--- config.mk ---
export PLATFORM = sky130hd
export DESIGN_NAME = pcsm_div
export DESIGN_NICKNAME = d
export VERILOG_FILES = /design/src/hw/rtl/pcsm_pkg.sv /design/src/hw/rtl/pcsm_div.sv
export SDC_FILE = /design/constraint.sdc
export NUM_CORES = 1
export LEC_CHECK = 0
export ABC_AREA = 1
export BUFFER_PORTS_ARGS = -buffer_cell sky130_fd_sc_hd__buf_2
export CAP_MARGIN = 40
export CORE_ASPECT_RATIO = 2
export CORE_MARGIN = 4
export CORE_UTILIZATION = 30
export DETAILED_ROUTE_END_ITERATION = 16
export GPL_ROUTABILITY_DRIVEN = 0
export HOLD_SLACK_MARGIN = 0.06
export PLACE_DENSITY = 0.47
export SYNTH_ARGS = -nofsm -noshare
export SYNTH_HDL_FRONTEND = slang
export SYNTH_SLANG_ARGS = --single-unit
--- constraint.sdc ---
create_clock -name clk -period 3.35 [get_ports clk]
set_clock_uncertainty 0.05 [all_clocks]
set_input_delay 0.1675 -clock clk [delete_from_list [all_inputs] [get_ports clk]]
set_output_delay 0.1675 -clock clk [all_outputs]
set_load 0.1 [all_outputs]
--- src/hw/rtl/pcsm_pkg.sv ---
// Package: shared types, codes and defaults for the p-code stack machine.
`timescale 1ns / 1ps

package pcsm_pkg;

	// Default memory depths (powers of two)
	localparam int CODE_DEPTH_DEF  = 512;
	localparam int STACK_DEPTH_DEF = 1024;

	// Commands
	localparam logic [1:0] CMD_LOAD  = 2'd0;
	localparam logic [1:0] CMD_START = 2'd1;
	localparam logic [1:0] CMD_EXEC  = 2'd2;

	// Opcodes
	localparam logic [3:0] OP_LIT   = 4'd0;
	localparam logic [3:0] OP_OPR   = 4'd1;
	localparam logic [3:0] OP_LOD   = 4'd2;
	localparam logic [3:0] OP_STO   = 4'd3;
	localparam logic [3:0] OP_CAL   = 4'd4;
	localparam logic [3:0] OP_INT   = 4'd5;
	localparam logic [3:0] OP_JMP   = 4'd6;
	localparam logic [3:0] OP_JPC   = 4'd7;
	localparam logic [3:0] OP_READ  = 4'd8;
	localparam logic [3:0] OP_WRITE = 4'd9;

	// Operator numbers of opr
	localparam logic [4:0] OPR_RET   = 5'd0;
	localparam logic [4:0] OPR_NEG   = 5'd1;
	localparam logic [4:0] OPR_ADD   = 5'd2;
	localparam logic [4:0] OPR_SUB   = 5'd3;
	localparam logic [4:0] OPR_MUL   = 5'd4;
	localparam logic [4:0] OPR_DIV   = 5'd5;
	localparam logic [4:0] OPR_ODD   = 5'd6;
	localparam logic [4:0] OPR_EQ    = 5'd8;
	localparam logic [4:0] OPR_NE    = 5'd9;
	localparam logic [4:0] OPR_LT    = 5'd10;
	localparam logic [4:0] OPR_GE    = 5'd11;
	localparam logic [4:0] OPR_GT    = 5'd12;
	localparam logic [4:0] OPR_LE    = 5'd13;
	localparam logic [4:0] OPR_NL    = 5'd14;
	localparam logic [4:0] OPR_PRINT = 5'd15;
	localparam logic [4:0] OPR_REAL  = 5'd16;
	localparam logic [4:0] OPR_OR    = 5'd17;
	localparam logic [4:0] OPR_NONE  = 5'd31;

	// Result events
	localparam logic [2:0] EV_NONE    = 3'd0;
	localparam logic [2:0] EV_STORE   = 3'd1;
	localparam logic [2:0] EV_WRITE   = 3'd2;
	localparam logic [2:0] EV_PRINT   = 3'd3;
	localparam logic [2:0] EV_NEWLINE = 3'd4;
	localparam logic [2:0] EV_REAL    = 3'd5;
	localparam logic [2:0] EV_HALTED  = 3'd6;
	localparam logic [2:0] EV_ERROR   = 3'd7;

	typedef struct packed {
		logic [1:0]  command;
		logic [8:0]  code_addr;
		logic [3:0]  instr_op;
		logic [2:0]  instr_level;
		logic signed [31:0] instr_arg;
		logic signed [31:0] read_value;
	} in_item_t;

	typedef struct packed {
		logic [2:0]  event_res;
		logic signed [31:0] value;
		logic [8:0]  pc;
	} out_item_t;

	typedef struct packed {
		logic [3:0]  op;
		logic [2:0]  lev;
		logic [31:0] arg;
	} code_word_t;

	// Divider request and response
	typedef struct packed {
		logic        start;
		logic [31:0] dividend;
		logic [31:0] divisor;
	} div_req_t;

	typedef struct packed {
		logic        done;
		logic [31:0] quotient;
	} div_rsp_t;

endpackage

--- src/hw/rtl/pcsm_div.sv ---
// Radix-2 restoring signed divider, truncating toward zero, one bit per cycle.
`timescale 1ns / 1ps

module pcsm_div
	import pcsm_pkg::*;
(
	input  logic     clk,
	input  logic     arst_n,
	input  div_req_t req,
	output div_rsp_t rsp
);

	logic        busy_q;
	logic        done_q;
	logic [5:0]  cnt_q;
	logic        neg_q;
	logic [31:0] rem_q;
	logic [31:0] quo_q;
	logic [31:0] dsr_q;
	logic [32:0] shifted;
	logic [32:0] diff;

	// Trial subtract of the shifted remainder
	assign shifted = {rem_q, quo_q[31]};
	assign diff    = shifted - {1'b0, dsr_q};

	always_ff @(posedge clk or negedge arst_n) begin
		if (!arst_n) begin
			busy_q <= 1'b0;
			done_q <= 1'b0;
			cnt_q  <= '0;
		end else begin
			done_q <= 1'b0;
			if (req.start) begin
				busy_q <= 1'b1;
				cnt_q  <= 6'd32;
			end else if (busy_q) begin
				cnt_q <= cnt_q - 6'd1;
				if (cnt_q == 6'd1) begin
					busy_q <= 1'b0;
					done_q <= 1'b1;
				end
			end
		end
	end

	// Datapath: operands as magnitudes, sign applied at the end
	always_ff @(posedge clk) begin
		if (req.start) begin
			neg_q <= req.dividend[31] ^ req.divisor[31];
			rem_q <= '0;
			quo_q <= req.dividend[31] ? (32'd0 - req.dividend) : req.dividend;
			dsr_q <= req.divisor[31] ? (32'd0 - req.divisor) : req.divisor;
		end else if (busy_q) begin
			if (!diff[32]) begin
				rem_q <= diff[31:0];
				quo_q <= {quo_q[30:0], 1'b1};
			end else begin
				rem_q <= shifted[31:0];
				quo_q <= {quo_q[30:0], 1'b0};
			end
		end
	end

	assign rsp.done     = done_q;
	assign rsp.quotient = neg_q ? (32'd0 - quo_q) : quo_q;

endmodule

# Word level (Yosys, flattened, before mapping)
# Index checks and enable logic that the tools add are counted.
[word_totals]
wordCells = 31
register_bits = 105
out_inout_bits = 33
in_bits = 67
[classes]
n_bitwise = 1
n_reduce_logical = 1
n_mux = 15
addsub = 5
eq_ne = 1
[ops]
columns = ["op", "count"]
rows = [
  ["two-way mux 32 bit", 5],
  ["subtractor 1 x 32 -> 32 bit, first input constant", 3],
  ["subtractor 33 x 32 -> 33 bit", 1],
  ["two-way mux 31 bit", 1],
  ["two-way mux 6 bit", 2],
  ["two-way mux 1 bit", 7],
  ["equality test 6 x 1 -> 1 bit, second input constant", 1],
  ["subtractor 6 x 1 -> 6 bit, second input constant", 1],
  ["nonzero test 2 bit", 1],
  ["bitwise XOR 1 bit", 1],
]

# Depth between registers and ports, before layout
[depth]
depth_word = 4
depth_mapped = 19

# Worst setup path before layout
# No wires, ideal clock.
[synth_timing]
path_kind = "register to output"
from = "register quo_q[0]"
to = "output rsp[26] (netlist name)"
required_time_ns = 3.132
path_buffers = 0
slack_ns = 0.172
arrival_ns = 2.960
stages_incl_launch_ff = 11
cell_sequence = "edfxtp_1 -> inv_1 -> ha_1 -> nand3_1 -> nor2_1 -> nand2_1 -> nor2_1 -> a21oi_1 -> a21oi_1 -> o21ai_0 -> xor2_1"
[synth_lines]
columns = ["item", "line", "rtl"]
rows = [
  ["start, declared", "pcsm_div.sv:18", "logic [31:0] quo_q;"],
  ["start signal, assigned", "pcsm_div.sv:52", "quo_q <= req.dividend[31] ? (32'd0 - req.dividend) : req.dividend;"],
  ["start signal, assigned", "pcsm_div.sv:57", "quo_q <= {quo_q[30:0], 1'b1};"],
  ["start signal, assigned", "pcsm_div.sv:60", "quo_q <= {quo_q[30:0], 1'b0};"],
  ["end, declared", "pcsm_div.sv:10", "output div_rsp_t rsp"],
]

==> metrics.yaml <==
floorplanning:
  boundaryPins: 100
  start_util: 0.304
  core_sq_um: 30200
  dieArea_sq_um: 33600
  rows: 90
  chipWidth_um: 132
  dieHeight_um: 255
global_routing:
  grt_pass1_wl_um: 46300
  grt_max_degree: 35
  antenna_found_initial: 0
  grt_pass1_vias: 9003
  grt_overflow: 0
  grtUsageTotal: 0.175
power:
  leakagePower_nw: 5.57
  irDropWorstVdd_uv: 347
  cellPowerDensity_nw_per_um2: 438
logic_synthesis:
  synth-edff-count: 65
  synthXorXnorAreaFrac: 0.0916
  synth_ff_type: "edfxtp_1"
  synthesis.area_sq_um: 9180
  yosys.area.top_type_share: 0.213
  yosys.area_share.simple: 0.349
  synth_commonest_cells: "nand2_1 (471), inv_1 (272), nor2_1 (109), nand3_1 (101), o21ai_0 (68)"
  synth_compound_area_frac: 0.0716
  synth_top_family_by_area: "simple AND/OR/NAND/NOR gates"
  ys_types: 44
  syn_inst: 1432
  post-synth-top-count-cell: "nand2_1"
  synth_top_cell_by_area: "edfxtp_1"
  synth_nets: 1537
  yosys-top-cells-area: "edfxtp_1 (21%), nand2_1 (19%), inv_1 (11%), dfxtp_1 (7.0%), xor2_1 (6.1%)"
  seq_area_frac_synth: 0.304
  ys.warnings.count: 0
  synth.area.mux_share: 0
  async_reset_ff_frac: 0.0762
  synth_seq_cells: 105
  synthAdderAreaFrac: 0.0526
  syn_area_per_cell_sq_um: 6.41
finish:
  syn_to_final_growth_pct: 15.6
  multi_input_area_sq_um: 5190
  fin_util: 0.352
  register_area_sq_um: 2790
  fill_cells: 3401
  layout.cells.non_filler: 1911
  drive_gt1_frac: 0.108
  antennaDiodeCount: 0
  fin_nets: 1643
timing:
  slew_headroom: 0.631
  setup_tns_ns: 0
  hold_viol_final: 0
  grt_setup_unrepaired: "no"
  fmax_mhz: 326
  fin_crit_sh: 0.916
  tightest_slew_ns: 0.554
  slew_violations: 0
  fin_crit_ns: 3.07
  setup_viol: 0
routing:
  ant_nets: 0
  vias: 8791
  drc: 0
  first_pass_iters: 5
  vias_per_cell: 4.60
  routed_wl_um: 29400
  drtIter0Drc: 257
  wire_per_inst_um: 15.4
worst_hold_path:
  min_path_type: "in -> reg"
status:
  status: "completed"
critical_path:
  crit_top_cell: "a21oi_1"
  path_class: "reg -> out"
  slowest_delay_ns: 0.39
  path_buf_inv: 2
  crit_arrival_ns: 2.85
  path_max_fanout: 3
  path_delay_family: "simple AND/OR/NAND/NOR gates"
  critPathLaunchType: "flip-flop"
  crit_chain: "inv_1 -> ha_1 -> nand3_1 -> nor2_1 -> nand2_1 -> nor2_2 -> a21oi_1 -> a21oi_1 -> o21ai_0 -> xor2_1 -> buf_12"
  crit_slowest_cell: "edfxtp_1"
  worst_setup_path_end_kind: "primary output"
  required_ns: 3.13
clock_network:
  clk_path_buf_depth: 2
  numCtsBuffers: 9
  postCtsSetupBuffers: 0
  clk_latency_ns: 0.38
  clkTransAtPathRegs_ns: 0.08
  cts-root-buf: "clkbuf_16"
  cts_tree: "done"
  cts_sinks: 105
  htreeDepth: 3
place:
  io_buffer_count: 99
  dp.cells: 1882
  place_hpwl_um: 24500
flow_run:
  max_cap_violations: 0
==> power by group <==
group / switching (W) / internal (W) / leakage [nW]
combinational: 0.00149 / 0.000430 / 4.39
sequential: 0.0000853 / 0.00152 / 1.03
clock: 0.000541 / 0.000577 / 0.145
==> stage by stage <==
stage	total power, W	setup slack [ns]	cell area (sq um)	hold WS, ns
4_1_cts	0.00470	0.0561	10600	0.0605
2_1_floorplan	0.00310	0.172	9180	-0.178
6_report	0.00465	0.282	10600	0.0767
5_1_grt	0.00487	0.0598	10600	0.0751
3_3_place_gp	0.00355	0.464	10100	-0.0232
3_5_place_dp	0.00356	0.454	10200	-0.0265
==> path summary, 6_finish.rpt <==
kind / from / slack [ns] / endpoint / cells after the start
min in group asynchronous: arst_n / 0.15 / cnt_q[0] / 2
hold reg to reg: rem_q[19] / 0.43 / rem_q[19] / 2
max in group asynchronous: arst_n / 2.93 / cnt_q[5] / 2
hold / removal: req[9] / 0.08 / dsr_q[9] / 2
setup reg to reg: quo_q[31] / 0.65 / rem_q[18] / 18
setup / recovery: quo_q[1] / 0.28 / rsp[30] / 11
==> kinds of logic (layout without fill, tap and decap cells) <==
family                     Yosys count  after routing
AOI/OAI and AO/OA                  121            121
DFF                                105            105
adders and majority gates           38             38
xor gates and xnor gates            96             96
and+or+nand+nor                    761            761
buffers and inverters              311            422
==> worst reg2reg max path, delay by kind of cell, from the launching register on <==
family | cells | cell delay [ns]
AND/OR/NAND/NOR | 13 | 1.07
flip-flops | 1 | 0.32
buffers and inverters | 3 | 0.53
adder cells (fa/ha/maj) | 2 | 0.66
==> placed cells by master, fill, tap and decap left out, types with 5 or more instances in the layout <==
master	netlist	final
nand2_1	471	471
inv_1	272	272
nor2_1	109	106
nand3_1	101	101
buf_2	1	95
o21ai_0	68	68
edfxtp_1	65	65
xor2_1	64	64
ha_1	37	37
xnor2_1	32	32
dfxtp_1	32	32
a21oi_1	29	29
nand4_1	21	21
nor3_1	19	19
dlygate4sd3_1	0	13
buf_4	5	11
clkbuf_16	0	10
nand2_2	8	8
dfrtp_1	8	8
inv_2	7	7
and2_1	6	6
nor2_2	3	5
==> cell type report <==
class | count | area share
clock inverter | 4 | 0.00295
clock buffer | 12 | 0.0252
timing repair buffer | 126 | 0.0764
sequential | 105 | 0.263
tap | 368 | 0.0434
multi-input combinational | 1016 | 0.490
inverter | 280 | 0.0991
==> registers in the layout, indices dropped and copies added, names as in the netlist <==
register  cells
neg_q         1
cnt_q         6
quo_q        32
done_q        1
dsr_q        32
busy_q        1
rem_q        32
==> timing repair <==
item / in CTS / in global routing
hold endpoints to repair: 20 / 0
hold buffers: 13 / 0
setup endpoints to repair: 0 / 4
gates resized for setup: 0 / 3
==> metal layers <==
| metal | track usage | part of all wire | up-vias |
|---|---|---|---|
| li1 | - | - | 4659 |
| met2 | 0.374 | 0.60 | 134 |
| met3 | 0.0226 | 0.023 | 48 |
| met5 | 0 | 0 | - |
| met1 | 0.152 | 0.34 | 3950 |
| met4 | 0.0856 | 0.045 | 0 |
No activity file was read; power rests on OpenSTA's default activity.
